[config.mk]
export PLATFORM = sky130hd
export DESIGN_NAME = rgb_to_hsv_converter_core
export DESIGN_NICKNAME = d
export VERILOG_FILES = /design/src/rtl/core/rgb2hsv_pkg.sv /design/src/rtl/core/rgb_to_hsv_converter_core.sv
export SDC_FILE = /design/constraint.sdc
export NUM_CORES = 1
export LEC_CHECK = 0
export BUFFER_PORTS_ARGS = -buffer_cell sky130_fd_sc_hd__buf_2
export CORE_MARGIN = 4
export CORE_UTILIZATION = 30
export CTS_BUF_LIST = sky130_fd_sc_hd__clkbuf_4 sky130_fd_sc_hd__clkbuf_8
export CTS_CLUSTER_DIAMETER = 40
export CTS_CLUSTER_SIZE = 25
export DETAILED_ROUTE_END_ITERATION = 12
export GPL_ROUTABILITY_DRIVEN = 0
export GPL_TIMING_DRIVEN = 1
export HOLD_SLACK_MARGIN = 0.05
export PLACE_DENSITY = 0.53
export SYNTH_ARGS = -nofsm -noshare
export SYNTH_HDL_FRONTEND = slang
export SYNTH_SLANG_ARGS = --single-unit
[constraint.sdc]
create_clock -name clk -period 13.73 [get_ports clk]
set_clock_uncertainty 0.2 [all_clocks]
set_input_delay 2.746 -clock clk [delete_from_list [all_inputs] [get_ports clk]]
set_output_delay 2.746 -clock clk [all_outputs]
set_load 0.02 [all_outputs]
[src/rtl/core/rgb2hsv_pkg.sv]
// Package: shared constants for the RGB to HSV conversion pipeline.
`default_nettype none

package rgb2hsv_pkg;

  // Hue output width and scaling, in 1/64 degree units
  localparam int HUE_W = 15;
  localparam int HUE_SEXTANT = 3840;
  localparam int HUE_TURN = 23040;

  // Shift amounts that build 3840*n as (n << 12) - (n << 8)
  localparam int SEXTANT_HI_SHIFT = 12;
  localparam int SEXTANT_LO_SHIFT = 8;

  // Sextant offsets added to the channel difference, in units of delta
  localparam int OFFSET_RED_WRAP = 6;
  localparam int OFFSET_GREEN = 2;
  localparam int OFFSET_BLUE = 4;

endpackage

`default_nettype wire

[src/rtl/core/rgb_to_hsv_converter_core.sv]
// RGB to HSV converter: max/min pipeline feeding two restoring dividers, one bit per stage.
// Stages: A, B and C, then S divider stages, then the output register, where
//   S = max(15, CHANNEL_BITS) is the number of divider stages. Throughput: one pixel
//   per cycle while m_tready does not stall; each divider stage resolves one quotient bit,
//   and every stage holds its own valid bit so a stall collapses bubbles and drops nothing.
// Reset: rst (synchronous, active high) clears all valid bits; data registers hold.
`default_nettype none

module rgb_to_hsv_converter_core #(
  parameter int CHANNEL_BITS = 8
) (
  input  wire  clk,
  input  wire  rst,
  // s_tdata fields, low bit up: red, green, blue, zero fill to whole bytes
  input  wire  [((3*CHANNEL_BITS+7)/8)*8-1:0] s_tdata,
  input  wire  s_tvalid,
  output logic s_tready,
  // m_tdata fields, low bit up: hue (15), saturation, brightness, zero fill to whole bytes
  output logic [((rgb2hsv_pkg::HUE_W+2*CHANNEL_BITS+7)/8)*8-1:0] m_tdata,
  output logic m_tvalid,
  input  wire  m_tready
);

  localparam int CB    = CHANNEL_BITS;
  localparam int HW    = rgb2hsv_pkg::HUE_W;
  localparam int S     = (HW > CB) ? HW : CB;
  localparam int L     = S + 4;
  localparam int OUT_W = ((HW + 2*CB + 7) / 8) * 8;
  localparam int NW    = CB + 3;
  localparam int DW    = CB + 4;
  localparam int NHW   = NW + rgb2hsv_pkg::SEXTANT_HI_SHIFT;
  localparam int NUMW  = S + CB;

  // Handshake chain: a stage loads when it is empty or its successor loads
  logic [L-1:0] v;
  logic [L:0]   rdy;

  assign rdy[L] = m_tready;

  genvar gi;
  generate
    for (gi = 0; gi < L; gi++) begin : g_valid
      assign rdy[gi] = !v[gi] || rdy[gi+1];
      if (gi == 0) begin : g_first
        always_ff @(posedge clk) begin
          if (rst) begin
            v[gi] <= 1'b0;
          end else if (rdy[gi]) begin
            v[gi] <= s_tvalid;
          end
        end
      end else begin : g_rest
        always_ff @(posedge clk) begin
          if (rst) begin
            v[gi] <= 1'b0;
          end else if (rdy[gi]) begin
            v[gi] <= v[gi-1];
          end
        end
      end
    end
  endgenerate

  assign s_tready = rdy[0];
  assign m_tvalid = v[L-1];

  // Stage A: find the largest and smallest channel
  logic [CB-1:0] in_r, in_g, in_b;
  logic          in_rmax, in_gmax;
  logic [CB-1:0] in_mx, in_mn;
  logic [CB-1:0] a_r, a_g, a_b, a_mx, a_mn;
  logic          a_rmax, a_gmax;

  assign in_r = s_tdata[CB-1:0];
  assign in_g = s_tdata[2*CB-1:CB];
  assign in_b = s_tdata[3*CB-1:2*CB];

  always_comb begin
    in_rmax = (in_r >= in_g) && (in_r >= in_b);
    in_gmax = !in_rmax && (in_g >= in_b);
    if (in_rmax) begin
      in_mx = in_r;
    end else if (in_gmax) begin
      in_mx = in_g;
    end else begin
      in_mx = in_b;
    end
    if ((in_r <= in_g) && (in_r <= in_b)) begin
      in_mn = in_r;
    end else if (in_g <= in_b) begin
      in_mn = in_g;
    end else begin
      in_mn = in_b;
    end
  end

  always_ff @(posedge clk) begin
    if (rdy[0]) begin
      a_r    <= in_r;
      a_g    <= in_g;
      a_b    <= in_b;
      a_mx   <= in_mx;
      a_mn   <= in_mn;
      a_rmax <= in_rmax;
      a_gmax <= in_gmax;
    end
  end

  // Stage B: delta and the sextant numerator n = diff + k*delta
  logic [CB-1:0] a_d;
  logic [DW-1:0] a_diff, a_koff, a_nfull;
  logic [CB-1:0] b_mx, b_d;
  logic [NW-1:0] b_n;
  logic          b_dz;

  always_comb begin
    a_d = a_mx - a_mn;
    if (a_rmax) begin
      a_diff = DW'(a_g) - DW'(a_b);
      a_koff = a_diff[DW-1] ? DW'(a_d) * DW'(rgb2hsv_pkg::OFFSET_RED_WRAP) : '0;
    end else if (a_gmax) begin
      a_diff = DW'(a_b) - DW'(a_r);
      a_koff = DW'(a_d) * DW'(rgb2hsv_pkg::OFFSET_GREEN);
    end else begin
      a_diff = DW'(a_r) - DW'(a_g);
      a_koff = DW'(a_d) * DW'(rgb2hsv_pkg::OFFSET_BLUE);
    end
    a_nfull = a_diff + a_koff;
  end

  always_ff @(posedge clk) begin
    if (rdy[1]) begin
      b_mx <= a_mx;
      b_d  <= a_d;
      b_n  <= a_nfull[NW-1:0];
      b_dz <= (a_d == '0);
    end
  end

  // Stage C: scale to dividends and seed both dividers
  logic [CB-1:0] rem_h [S+1];
  logic [S-1:0]  lq_h  [S+1];
  logic [CB-1:0] rem_s [S+1];
  logic [S-1:0]  lq_s  [S+1];
  logic [CB-1:0] dv_h  [S+1];
  logic [CB-1:0] dv_s  [S+1];
  logic          dz    [S+1];

  logic [NHW-1:0]  b_hnum;
  logic [2*CB-1:0] b_snum;
  logic [NUMW-1:0] b_hdiv, b_sdiv;

  always_comb begin
    b_hnum = (NHW'(b_n) << rgb2hsv_pkg::SEXTANT_HI_SHIFT)
           - (NHW'(b_n) << rgb2hsv_pkg::SEXTANT_LO_SHIFT);
    b_snum = {b_d, {CB{1'b0}}} - (2*CB)'(b_d);
    b_hdiv = NUMW'(b_hnum);
    b_sdiv = NUMW'(b_snum);
  end

  always_ff @(posedge clk) begin
    if (rdy[2]) begin
      rem_h[0] <= b_hdiv[NUMW-1:S];
      lq_h[0]  <= b_hdiv[S-1:0];
      rem_s[0] <= b_sdiv[NUMW-1:S];
      lq_s[0]  <= b_sdiv[S-1:0];
      dv_h[0]  <= b_d;
      dv_s[0]  <= b_mx;
      dz[0]    <= b_dz;
    end
  end

  // Divider stages: shift in one dividend bit, subtract when it fits, record quotient bit
  generate
    for (gi = 0; gi < S; gi++) begin : g_div
      logic [CB:0] tmp_h, tmp_s, sub_h, sub_s;
      logic        ge_h, ge_s;

      always_comb begin
        tmp_h = {rem_h[gi], lq_h[gi][S-1]};
        tmp_s = {rem_s[gi], lq_s[gi][S-1]};
        sub_h = tmp_h - {1'b0, dv_h[gi]};
        sub_s = tmp_s - {1'b0, dv_s[gi]};
        ge_h  = (tmp_h >= {1'b0, dv_h[gi]});
        ge_s  = (tmp_s >= {1'b0, dv_s[gi]});
      end

      always_ff @(posedge clk) begin
        if (rdy[gi+3]) begin
          rem_h[gi+1] <= ge_h ? sub_h[CB-1:0] : tmp_h[CB-1:0];
          rem_s[gi+1] <= ge_s ? sub_s[CB-1:0] : tmp_s[CB-1:0];
          lq_h[gi+1]  <= {lq_h[gi][S-2:0], ge_h};
          lq_s[gi+1]  <= {lq_s[gi][S-2:0], ge_s};
          dv_h[gi+1]  <= dv_h[gi];
          dv_s[gi+1]  <= dv_s[gi];
          dz[gi+1]    <= dz[gi];
        end
      end
    end
  endgenerate

  // Output register: zero hue and saturation for a grey pixel
  logic [HW-1:0] o_hue;
  logic [CB-1:0] o_sat, o_bright;

  always_ff @(posedge clk) begin
    if (rdy[L-1]) begin
      o_hue    <= dz[S] ? '0 : lq_h[S][HW-1:0];
      o_sat    <= dz[S] ? '0 : lq_s[S][CB-1:0];
      o_bright <= dv_s[S];
    end
  end

  assign m_tdata = OUT_W'({o_bright, o_sat, o_hue});

  // Checks
  a_accept_fills: assert property (@(posedge clk) disable iff (rst)
    (s_tvalid && s_tready) |=> v[0])
    else $error("input transfer did not load the first stage");

  a_hue_range: assert property (@(posedge clk) disable iff (rst)
    m_tvalid |-> (32'(o_hue) < 32'(rgb2hsv_pkg::HUE_TURN)))
    else $error("hue at or above a full turn");

  a_black: assert property (@(posedge clk) disable iff (rst)
    (m_tvalid && (o_bright == '0)) |-> ((o_sat == '0) && (o_hue == '0)))
    else $error("black pixel with nonzero hue or saturation");

  a_rem_bound: assert property (@(posedge clk) disable iff (rst)
    (v[L-2] && !dz[S]) |-> ((rem_h[S] < dv_h[S]) && (rem_s[S] < dv_s[S])))
    else $error("divider remainder not below divisor");

endmodule

`default_nettype wire

* Yosys cells after proc, flatten, opt, wreduce, memory -nomap -nowiden *
Memory sizes are Yosys's and may differ from the RTL's. A register that Yosys moved wholly into a read port is not among the register bits.
Cells that the tools add are included.

word-level totals
  bits in registers = 89
  bits in latches = 0
  bits in writable memories = 1,008
  ROM bits = 0
  logic and storage cells = 225
  memories = 7

cells by class
  add/sub/neg operators = 37
  $mul = 1
  divide/modulo/power cells = 0
  magnitude comparators = 36
  eq/ne operators = 0
  shifts and indexed selects = 0
  muxes and demuxes = 71
  bitwise logic cells = 0
  reduce and logical (&&, ||, !) cells = 43

memories
  memory           words  width  read ports  clocked after memory_dff  write ports  RTL line                          RTL
  lq_h             16     15     16          1                         16           rgb_to_hsv_converter_core.sv:142  logic [S-1:0] lq_h [S+1];
  lq_s             16     15     16          1                         16           rgb_to_hsv_converter_core.sv:144  logic [S-1:0] lq_s [S+1];
  dv_h             16     8      15          0                         16           rgb_to_hsv_converter_core.sv:145  logic [CB-1:0] dv_h [S+1];
  dv_s             16     8      16          1                         16           rgb_to_hsv_converter_core.sv:146  logic [CB-1:0] dv_s [S+1];
  rem_h            16     8      15          0                         16           rgb_to_hsv_converter_core.sv:141  logic [CB-1:0] rem_h [S+1];
  rem_s            16     8      15          0                         16           rgb_to_hsv_converter_core.sv:143  logic [CB-1:0] rem_s [S+1];
  1 more memories  -      -      -           -                         -            -

operator list
  cell                                                                  count
  8-bit two-way mux                                                     34
  9-bit by 8-bit >= comparator with 1-bit output                        30
  8-bit subtractor                                                      31
  11-bit two-way mux                                                    4
  1-bit two-way mux                                                     32
  8-bit by 8-bit subtractor with 9-bit output                           3
  8-bit >= comparator                                                   3
  8-bit less-or-equal comparator                                        3
  23-bit by 19-bit subtractor with 23-bit output                        1
  1-bit logical NOT                                                     20
  1-bit logical OR                                                      19
  16-bit by 8-bit subtractor with 16-bit output                         1
  11-bit adder                                                          1
  8-bit by 2-bit multiplier with 10-bit output (second input constant)  1
  10-bit two-way mux                                                    1
  8-bit logical NOT                                                     1
  1-bit logical AND                                                     3

* Depth between registers and ports, before layout *
Gate-level depths: netlist (run 1).

  depth in word-level cells = 20
  mapped depth = 22
  depth with buffers taken out = 22

* Worst setup path after synthesis (run 1) *
No wires, ideal clock.

  kind = input-to-output
  from = input port m_tready
  to = output port s_tready
  arrival = 5.997 ns
  required time = 10.784 ns
  setup slack = 4.787 ns
  cell stages on the path = 9
  buffers on the path = 1
  cell sequence = nor2b_1 inv_1 nor2_1 and2_1 and3_1 and3_1 and2_1 clkbuf_1 nand4_1

between the ends
  word-level cells in the longest chain between the ends = 19

RTL lines
  item                            RTL line                         RTL
  start: declaration              rgb_to_hsv_converter_core.sv:21  input wire m_tready
  1-bit logical OR                rgb_to_hsv_converter_core.sv:43  assign rdy[gi] = !v[gi] || rdy[gi+1];
  via rdy[18]                     rgb_to_hsv_converter_core.sv:36  logic [L:0] rdy;
  1-bit logical OR (18 in a row)  rgb_to_hsv_converter_core.sv:43
  end: declaration                rgb_to_hsv_converter_core.sv:17  output logic s_tready,

The timed path passes the listed nets, and every way through them passes these cells.

* Worst setup path after layout (run 1) *
Ends and elaborated chain as after synthesis.

==> results of run 1 <==
registers in the layout, indices dropped and copies added (netlist names), 11 cells and up:
name,flops
lq_h,148
lq_s,141
dv_s,128
dv_h,120
rem_h,120
rem_s,113
v,18
dz,16
o_hue,15
b_n,11
cells in the final DEF, fill, tap and decap left out, drive strengths merged, types with 74 or more instances in the layout:
cell and n:
nand2 116, ha 317, inv 496, nor2b 92, edfxtp 887, buf 74, mux2i 87, nor2 248
a21oi 103, xnor2 90, clkbuf 128, o21ai 184, mux2 115
cells by family (layout without fill, tap and decap cells):
kind of cell	Yosys count	after routing
buffers and inverters	493	747
adders and majority gates	351	351
muxes	202	202
other	1	3
AOI/OAI and AO/OA	504	504
xor gates and xnor gates	137	137
DFF	906	906
and+or+nand+nor	665	665
worst max-delay path, cell delays in order:
cell and delay (ns):
buf_2 0.11, nor2b_1 0.27, inv_1 0.12, nor2_1 0.27, and2_1 0.29, and3_1 0.40
and3_1 0.29, and2_1 0.30, nand4_1 0.14, buf_4 0.31, buf_2 0.25
final cells by class:
class	count	area share, %
Antenna cell	2	0.0103
Clock buffer	128	3.50
Clock inverter	95	2.10
Inverter	450	3.47
Multi-Input combinational cell	1860	29.7
Sequential cell	906	55.5
Tap cell	1903	4.89
Timing Repair Buffer	74	0.833
power by group through the flow:
stage	logic (mW)	clock network, mW	registers (mW)
final	4.83	2.23	5.14
after global routing	5.54	2.47	5.28
after CTS	4.91	2.34	5.16
after detailed placement	4.87	0	5.22
after global placement	4.81	0	5.21
after floorplan	3.90	0	5.07
layer usage:
| metal | vias to the layer above | track usage [%] |
|---|---|---|
| met5 | - | 0 |
| met4 | 0 | 2.94 |
| met3 | 133 | 2.11 |
| met2 | 243 | 17.3 |
| met1 | 10943 | 9.85 |
| li1 | 11963 | - |
worst paths after layout:
path,slack (ns),end,depth (start not counted),from
worst min register to register,0.18,lq_h[2][14]$_DFFE_PP_,0,lq_h[1][13]$_DFFE_PP_
worst max register to register,8.38,b_n[10]$_DFFE_PP_,19,a_mx[0]$_DFFE_PP_
worst max-delay path,5.23,s_tready,11,m_tready
worst min-delay path,0.18,lq_h[2][14]$_DFFE_PP_,0,lq_h[1][13]$_DFFE_PP_
metrics by stage:
step | utilization, % | cells | power, mW | cell area (sq um) | worst slack, ns
final | 33.9 | 5418 | 12.2 | 48700 | 5.23
after global routing | 33.9 | 5418 | 13.3 | 48700 | 4.90
after CTS | 33.9 | 5416 | 12.4 | 48700 | 5.24
after detailed placement | 32.0 | 5193 | 10.1 | 45900 | 5.26
after global placement | 32.0 | 5193 | 10.0 | 45900 | 5.25
after floorplan | - | 3259 | 8.97 | 43300 | 4.79
==> impl_metrics.json, run 1 <==
{
  "final.fill_count": 14001,
  "critPathCaptureType": "output pin",
  "synth_edf_count": 887,
  "antenna_found_initial": 2,
  "hold_buffers": 0,
  "p_seq_share_pct": 42.1,
  "crit_type": "in2out",
  "drc": 0,
  "netlist_instances": 3259,
  "yosysTopAreaCell": "edfxtp_1",
  "clk_pin_slew_ns": 0.08,
  "core_area_sq_um": 143000,
  "dpl.hpwl_mm": 49.4,
  "cts_buffers": 117,
  "synth_nets": 3638,
  "p_sw_mw": 4.13,
  "clk_latency_ns": 0.80,
  "top_layer_used": "met4",
  "fin_tns_setup_ns": 0,
  "cts_root_buffer": "clkbuf_8",
  "syn_area_sq_um": 43300,
  "wl_per_cell_um": 12.4,
  "dr.pass1.iters": 5,
  "post_cts_buffers": 0,
  "drt_iter0_drc": 786,
  "avgViaCountPerCell": 4.30,
  "ir_drop_uv": 106,
  "route.antenna.remaining_nets": 0,
  "grt_use_total_pct": 9.08,
  "slew_viol_final": 0,
  "yosysTopAreaCellShare_pct": 61.5,
  "cts_buffer_depth": 3,
  "m1WireLength_mm": 27.6,
  "initial_utilization_pct": 30.2,
  "synth_area_leaders": "edfxtp_1 (62%), ha_1 (9.2%), inv_1 (3.9%)",
  "setup_viol": 0,
  "grt-ovfl-total": 0,
  "grt_pass1_vias": 24269,
  "final_hold_viol_count": 0,
  "grt_pass1_wl_mm": 115,
  "path_max_fanout": 44,
  "p_clk_share_pct": 18.3,
  "multi_input_area_sq_um": 14400,
  "synth.most_common_cell": "edfxtp_1",
  "crit_arrival_ns": 5.56,
  "cts-resized-gates": 0,
  "async_flop_share_pct": 0,
  "synth_simple_gate_area_share_pct": 7.51,
  "fmax_mhz": 118,
  "power_density_nw_per_um2": 251,
  "ys.flop_type": "edfxtp_1",
  "synthAdderAreaFrac_pct": 10.7,
  "maxCapViolCount": 0,
  "worst_pin_slew_ns": 1.22,
  "combPwrFrac_pct": 39.6,
  "die_y_um": 388,
  "seq_area_sq_um": 27000,
  "ys_types": 72,
  "fp.dieArea_sq_um": 150000,
  "dr_wl_met2_mm": 35.7,
  "min_period_over_period_pct": 61.9,
  "hold_path.class": "reg2reg",
  "hold_ws_ns": 0.181,
  "rsz0062_at_grt": "no",
  "switching_share_pct": 33.9,
  "num_rows": 139,
  "yosys-top-cells-count": "edfxtp_1 (887), inv_1 (449), ha_1 (317), nor2_1 (247), o21ai_0 (183)",
  "synth_xor_area_share_pct": 2.79,
  "syn_to_final_growth_pct": 12.4,
  "drt-total-wl_mm": 67.4,
  "cts_tree": "yes",
  "cts.sinks": 906,
  "yosysSeqAreaShare_pct": 62.4,
  "avgSynthCellArea_sq_um": 13.3,
  "io_buffers": 60,
  "grt_max_degree": 55,
  "vias": 23282,
  "internal_power_mw": 8.07,
  "synth.mux.area_fraction_pct": 5.00,
  "synth_top_family_by_area": "adder cells",
  "met3_length_mm": 2.28,
  "cts_max_level": 3,
  "synth_compound_area_share_pct": 7.25,
  "drive_gt1_share_pct": 13.5,
  "ys.warnings.count": 0,
  "die_x_um": 388,
  "min_period_ns": 8.50,
  "status": "complete, no violations",
  "fin_nets": 3788,
  "ys_ff_latch": 906,
  "start_kind": "input port",
  "critical_path_required_ns": 10.78,
  "boundaryPins": 62,
  "relSlewSlack_pct": 19.0,
  "p_leak_nw": 19.9
}
(Power assumes the default switching activity.)
==> inputs of run 2 (changes only) <==
--- a/config.mk
+++ b/config.mk
@@ -5,6 +5,7 @@
 export SDC_FILE = /design/constraint.sdc
 export NUM_CORES = 1
 export LEC_CHECK = 0
+export ABC_AREA = 1
 export BUFFER_PORTS_ARGS = -buffer_cell sky130_fd_sc_hd__buf_2
 export CORE_MARGIN = 4
 export CORE_UTILIZATION = 30
==> constraint.sdc (replaced) <==
create_clock -name clk -period 8.9 [get_ports clk]
set_clock_uncertainty 0.2 [all_clocks]
set_input_delay 1.78 -clock clk [delete_from_list [all_inputs] [get_ports clk]]
set_output_delay 1.78 -clock clk [all_outputs]
set_load 0.02 [all_outputs]
==> run 2 against run 1 <==
Largest power group unchanged. Combinational power rose by 47%. Global-route usage rose by 0.32 points. Via count rose by 3.6%. Hold slack got worse by 0.00071 ns. Sequential power rose by 56%.
==> impl_metrics.json, run 2 <==
{
  "status": "complete, no violations",
  "critical_path_required_ns": 6.92,
  "final_hold_viol_count": 0,
  "largest_reg_flops": 148,
  "synth_edf_count": 887,
  "p_total_mw": 18.7,
  "hold_path.class": "reg2reg",
  "clk_pin_slew_ns": 0.10,
  "io_buffers": 60,
  "fmax_mhz": 156,
  "vias": 24121,
  "core_area_sq_um": 142000,
  "min_from": "lq_h[13][8]$_DFFE_PP_",
  "cts_buffers": 115,
  "initial_utilization_pct": 30.2,
  "cts-resized-gates": 0,
  "p_clk_share_pct": 19.1,
  "die_x_um": 386,
  "cts_max_level": 3,
  "fin_area_sq_um": 48300,
  "slew_viol_final": 0,
  "hold_buffers": 0,
  "crit_top_cell": "nand4_4",
  "synth.most_common_cell": "edfxtp_1",
  "grt_pass1_vias": 24768,
  "avgSynthCellArea_sq_um": 12.0,
  "largest-register": "lq_h",
  "critPathSlowestCell": "buf_4",
  "crit_chain": "buf_2, inv_1, nand4_4, nor2_4, nand4_4, buf_4, nor2_4, nand4_4, nor2_4, nand4_4, nor2_8, nand4_4, buf_4, buf_2",
  "setup_viol": 0,
  "async_flop_share_pct": 0,
  "num_rows": 138,
  "p_sw_mw": 6.83,
  "syn_to_final_growth_pct": 12.7,
  "ys.warnings.count": 0,
  "grt_pass1_wl_mm": 117,
  "grt_use_total_pct": 9.41,
  "critPathCapture": "s_tready",
  "route.antenna.remaining_nets": 0,
  "yosysTopAreaCell": "edfxtp_1",
  "stdcell_count": 5701,
  "ir_drop_uv": 201,
  "internal_power_mw": 11.9,
  "maxCapViolCount": 0,
  "crit_start": "m_tready",
  "reg2reg_depth": 22,
  "crit_type": "in2out",
  "worst_pin_slew_ns": 1.20,
  "fin_nets": 4086,
  "final_core_util_pct": 34.1,
  "p_leak_nw": 20.6,
  "avgViaCountPerCell": 4.23,
  "critPathCaptureType": "output pin",
  "drc": 0,
  "dpl.hpwl_mm": 51.0,
  "start_kind": "input port",
  "rrSetupSlack_ns": 4.28,
  "relSlewSlack_pct": 19.4,
  "mostFrequentLayoutCells": "edfxtp_1 (887), inv_1 (646), nand2_1 (364)",
  "ys.flop_type": "edfxtp_1",
  "wl_per_cell_um": 12.0,
  "yosys-top-cells-count": "edfxtp_1 (887), inv_1 (650), nand2_1 (367), ha_1 (317), nor2_1 (276)",
  "ys_types": 52,
  "r2r_end": "b_n[10]$_DFFE_PP_",
  "post_cts_buffers": 0,
  "cts_root_buffer": "clkbuf_8",
  "postPlaceCellArea_sq_um": 45400,
  "drt_iter0_drc": 917,
  "netlist_instances": 3560,
  "cts.sinks": 906,
  "ys_ff_latch": 906,
  "worstReg2RegStart": "a_mx[2]$_DFFE_PP_",
  "yosysSeqAreaShare_pct": 63.0,
  "power_density_nw_per_um2": 387,
  "drt-total-wl_mm": 68.5,
  "cts_buffer_depth": 3,
  "combPwrFrac_pct": 38.0,
  "min_period_over_period_pct": 72.1,
  "fp.dieArea_sq_um": 149000,
  "largestRegisters": "lq_h (148), lq_s (141), dv_s (128)",
  "slowest_delay_ns": 0.33,
  "final.fill_count": 13838,
  "yosysTopAreaCellShare_pct": 62.1,
  "mostFrequentLayoutCell": "edfxtp_1",
  "boundaryPins": 62,
  "dr.pass1.iters": 5,
  "syn_area_sq_um": 42900,
  "min_period_ns": 6.41,
  "cts_tree": "yes",
  "grt-ovfl-total": 0,
  "synth_area_leaders": "edfxtp_1 (62%), ha_1 (9.3%), inv_1 (5.7%)",
  "grt_max_degree": 56,
  "antenna_found_initial": 2,
  "p_seq_share_pct": 42.8,
  "synth_nets": 3939,
  "post-place-cells": 5480,
  "fin_tns_setup_ns": 0,
  "clk_latency_ns": 0.81,
  "path_max_fanout": 52,
  "rsz0062_at_grt": "no",
  "crit_arrival_ns": 4.43,
  "drive_gt1_share_pct": 8.95,
  "die_y_um": 386,
  "switching_share_pct": 36.5
}
run 2: metal layers:
layer / GRT usage, % / vias up / share of wire (%)
met5: 0 / - / 0
met4: 3.36 / 0 / 3.3
met3: 2.26 / 158 / 4.1
met2: 17.7 / 309 / 52
met1: 10.1 / 11071 / 40
li1: - / 12583 / -
run 2: per-stage QoR:
| stage | hold slack, ns | worst slack (ns) |
|---|---|---|
| after floorplan | 0.200 | 0.704 |
| after global placement | 0.202 | 2.49 |
| after detailed placement | 0.205 | 2.48 |
| after CTS | 0.152 | 2.47 |
| after global routing | 0.188 | 2.25 |
| final | 0.180 | 2.49 |
run 2: layout make-up:
type | count | area, sq um | share of cell area, %
multi-input cells | 1964 | 13200 | 27.4
well taps | 1890 | 2360 | 4.90
clock buffers | 117 | 1600 | 3.32
flip-flops and latches | 906 | 27000 | 55.9
diodes | 3 | 7.51 | 0.0155
clock inverters | 101 | 1270 | 2.63
repair buffers | 70 | 375 | 0.777
inverters | 650 | 2440 | 5.05
run 2: power by group through the flow:
| stage | Combinational (mW) | Clock, mW | Sequential, mW |
|---|---|---|---|
| floorplan | 5.78 | 0 | 7.89 |
| global placement | 7.01 | 0 | 8.11 |
| detailed placement | 7.20 | 0 | 8.15 |
| CTS | 7.24 | 3.74 | 8.05 |
| global route | 8.35 | 3.93 | 8.25 |
| finish | 7.12 | 3.58 | 8.02 |
run 2: worst min path at each step:
stage / cells past startpoint / to / slack, ns
floorplan: 0 / dv_s[0][0]$_DFFE_PP_ / 0.20
global placement: 0 / lq_h[11][3]$_DFFE_PP_ / 0.20
detailed placement: 0 / dv_s[0][4]$_DFFE_PP_ / 0.20
CTS: 0 / lq_s[15][5]$_DFFE_PP_ / 0.15
global route: 0 / lq_s[15][5]$_DFFE_PP_ / 0.19
finish: 0 / lq_h[14][9]$_DFFE_PP_ / 0.18
run 2: cells by family after synthesis:
family	Yosys count	share of synthesized area, %
compound gates	604	7.80
xor+xnor	189	3.88
fa+ha+maj	351	10.8
buf+inv	690	6.19
flops	906	63.0
other cells	1	0.00875
simple gates	819	8.28
run 2: critical path, delay by kind of cell:
family                 cells  cell delay [ns]
and+or+nand+nor            9             1.47
buffers and inverters      5             1.10
==> inputs of run 3 (changes only) <==
--- a/config.mk
+++ b/config.mk
@@ -16,7 +16,7 @@
 export GPL_ROUTABILITY_DRIVEN = 0
 export GPL_TIMING_DRIVEN = 1
 export HOLD_SLACK_MARGIN = 0.05
-export PLACE_DENSITY = 0.53
+export PLACE_DENSITY = 0.54
 export SYNTH_ARGS = -nofsm -noshare
 export SYNTH_HDL_FRONTEND = slang
 export SYNTH_SLANG_ARGS = --single-unit
==> constraint.sdc (replaced) <==
create_clock -name clk -period 5.5 [get_ports clk]
set_clock_uncertainty 0.2 [all_clocks]
set_input_delay 1.1 -clock clk [delete_from_list [all_inputs] [get_ports clk]]
set_output_delay 1.1 -clock clk [all_outputs]
set_load 0.02 [all_outputs]
==> run 3 against run 2 <==
Utilization is essentially flat. Total power grew 62%. First-iteration DRC count grew 5.3%. Sequential power rose by 62%. Register-to-register slack worse by 3.4 ns. Hold slack better by 0.0040 ns.
==> impl_metrics.json, run 3 (synthesis gave the netlist of run 2 again) <==
{
  "cts-resized-gates": 0,
  "fp.dieArea_sq_um": 149000,
  "cts_max_level": 3,
  "p_leak_nw": 20.6,
  "setup_viol": 0,
  "maxCapViolCount": 0,
  "clk_pin_slew_ns": 0.08,
  "cts.sinks": 906,
  "antenna_found_initial": 2,
  "worst-path-buf-inv": 2,
  "route.antenna.remaining_nets": 0,
  "final.fill_count": 13822,
  "die_y_um": 386,
  "boundaryPins": 62,
  "num_rows": 138,
  "largest-register": "lq_h",
  "relSlewSlack_pct": 21.0,
  "crit_family": "compound AO/OA/AOI/OAI gates",
  "critPathSlowestCell": "edfxtp_1",
  "status": "complete, no violations",
  "slowest_delay_ns": 0.41,
  "start_kind": "flip-flop",
  "drc": 0,
  "avgViaCountPerCell": 4.24,
  "worst_pin_slew_ns": 1.18,
  "hold_path.class": "reg2reg",
  "grt_pass1_vias": 24641,
  "rsz0062_at_grt": "no",
  "min_period_ns": 4.66,
  "syn_to_final_growth_pct": 12.6,
  "initial_utilization_pct": 30.2,
  "p_total_mw": 30.2,
  "grt_max_degree": 56,
  "core_area_sq_um": 142000,
  "hold_ws_ns": 0.184,
  "die_x_um": 386,
  "largest_reg_flops": 148,
  "critPathCaptureType": "flip-flop",
  "drt-total-wl_mm": 67.6,
  "clk_latency_ns": 0.81,
  "critical_path_required_ns": 5.82,
  "crit_chain": "ha_1, nand2_1, nand3_1, xor2_1, inv_1, ha_1, a21oi_1, and2_0, xor2_1, a211oi_1, ha_1, a21oi_1, o21ai_0, nor2_1, o21ai_0, a21o_1, nand2_1, nand2_1, a21oi_1, inv_1, nand2_1, nand2_1",
  "crit_type": "reg2reg",
  "hold_buffers": 0,
  "min_period_over_period_pct": 84.7,
  "cts_buffers": 120,
  "fmax_mhz": 215,
  "crit_arrival_ns": 4.98,
  "wl_per_cell_um": 11.8,
  "grt_use_total_pct": 9.22,
  "grt_pass1_wl_mm": 114,
  "drt_iter0_drc": 966,
  "cts_root_buffer": "clkbuf_8",
  "drive_gt1_share_pct": 9.22,
  "cts_tree": "yes",
  "largestRegisters": "lq_h (148), lq_s (141), dv_s (128)",
  "power_density_nw_per_um2": 626,
  "cts_buffer_depth": 3,
  "final_hold_viol_count": 0,
  "io_buffers": 60,
  "post_cts_buffers": 0,
  "path_max_fanout": 6,
  "dpl.hpwl_mm": 50.2,
  "mostFrequentLayoutCell": "edfxtp_1",
  "slew_viol_final": 0,
  "grt-ovfl-total": 0,
  "dr.pass1.iters": 5,
  "ir_drop_uv": 341,
  "mostFrequentLayoutCells": "edfxtp_1 (887), inv_1 (645), nand2_1 (364)",
  "vias": 24228,
  "fin_nets": 4091,
  "crit_top_cell": "nand2_1"
}
-- run 3: metrics by stage --
step           util, %  instance area [sq um]  cells  TNS, ns  setup WS, ns
2_1_floorplan        -                  42900   3560  -154.28         -1.29
3_3_place_gp      32.1                  45400   5480        0         0.968
3_5_place_dp      32.1                  45400   5480        0         0.935
4_1_cts           34.0                  48300   5708        0         0.861
5_1_grt           34.0                  48300   5711        0         0.447
6_report          34.0                  48300   5711        0         0.842
-- run 3: layout make-up --
class                   instances  area [sq um]  share of cell area [%]
flip-flops and latches        906         27000                    56.0
multi-input cells            1964         13200                    27.4
inverters                     650          2450                    5.08
well taps                    1890          2360                    4.90
clock buffers                 129          1730                    3.59
clock inverters                99          1090                    2.26
repair buffers                 70           375                   0.778
diodes                          3          7.51                  0.0156
-- run 3: worst paths after layout --
check,start,endpoint,slack (ns),cells past startpoint
min,lq_h[13][11]$_DFFE_PP_,lq_h[14][12]$_DFFE_PP_,0.18,0
min reg2reg,lq_h[13][11]$_DFFE_PP_,lq_h[14][12]$_DFFE_PP_,0.18,0
max,a_mx[2]$_DFFE_PP_,b_n[10]$_DFFE_PP_,0.84,22
max reg2reg,a_mx[2]$_DFFE_PP_,b_n[10]$_DFFE_PP_,0.84,22
-- run 3: layer usage --
metal	wire length (um)	vias to the layer above	part of all wire (%)	GRT usage (%)
li1	-	12580	-	-
met1	27300	11131	40	9.90
met2	35000	338	52	17.3
met3	2830	179	4.2	2.19
met4	2490	0	3.7	3.66
met5	0	-	0	0
-- run 3: where the power goes --
part	internal, mW	switching (mW)
logic	4.75	6.85
clock network	2.67	3.00
registers	11.7	1.26
-- run 3: worst register-to-register path, stage by stage (launching register included) --
cell	delay, ns
edfxtp_1	0.41
ha_1	0.41
nand2_1	0.10
nand3_1	0.11
xor2_1	0.36
inv_1	0.18
ha_1	0.40
a21oi_1	0.16
and2_0	0.19
xor2_1	0.09
a211oi_1	0.28
ha_1	0.33
a21oi_1	0.16
o21ai_0	0.11
nor2_1	0.17
o21ai_0	0.11
a21o_1	0.18
nand2_1	0.06
nand2_1	0.05
a21oi_1	0.15
inv_1	0.06
nand2_1	0.06
nand2_1	0.05
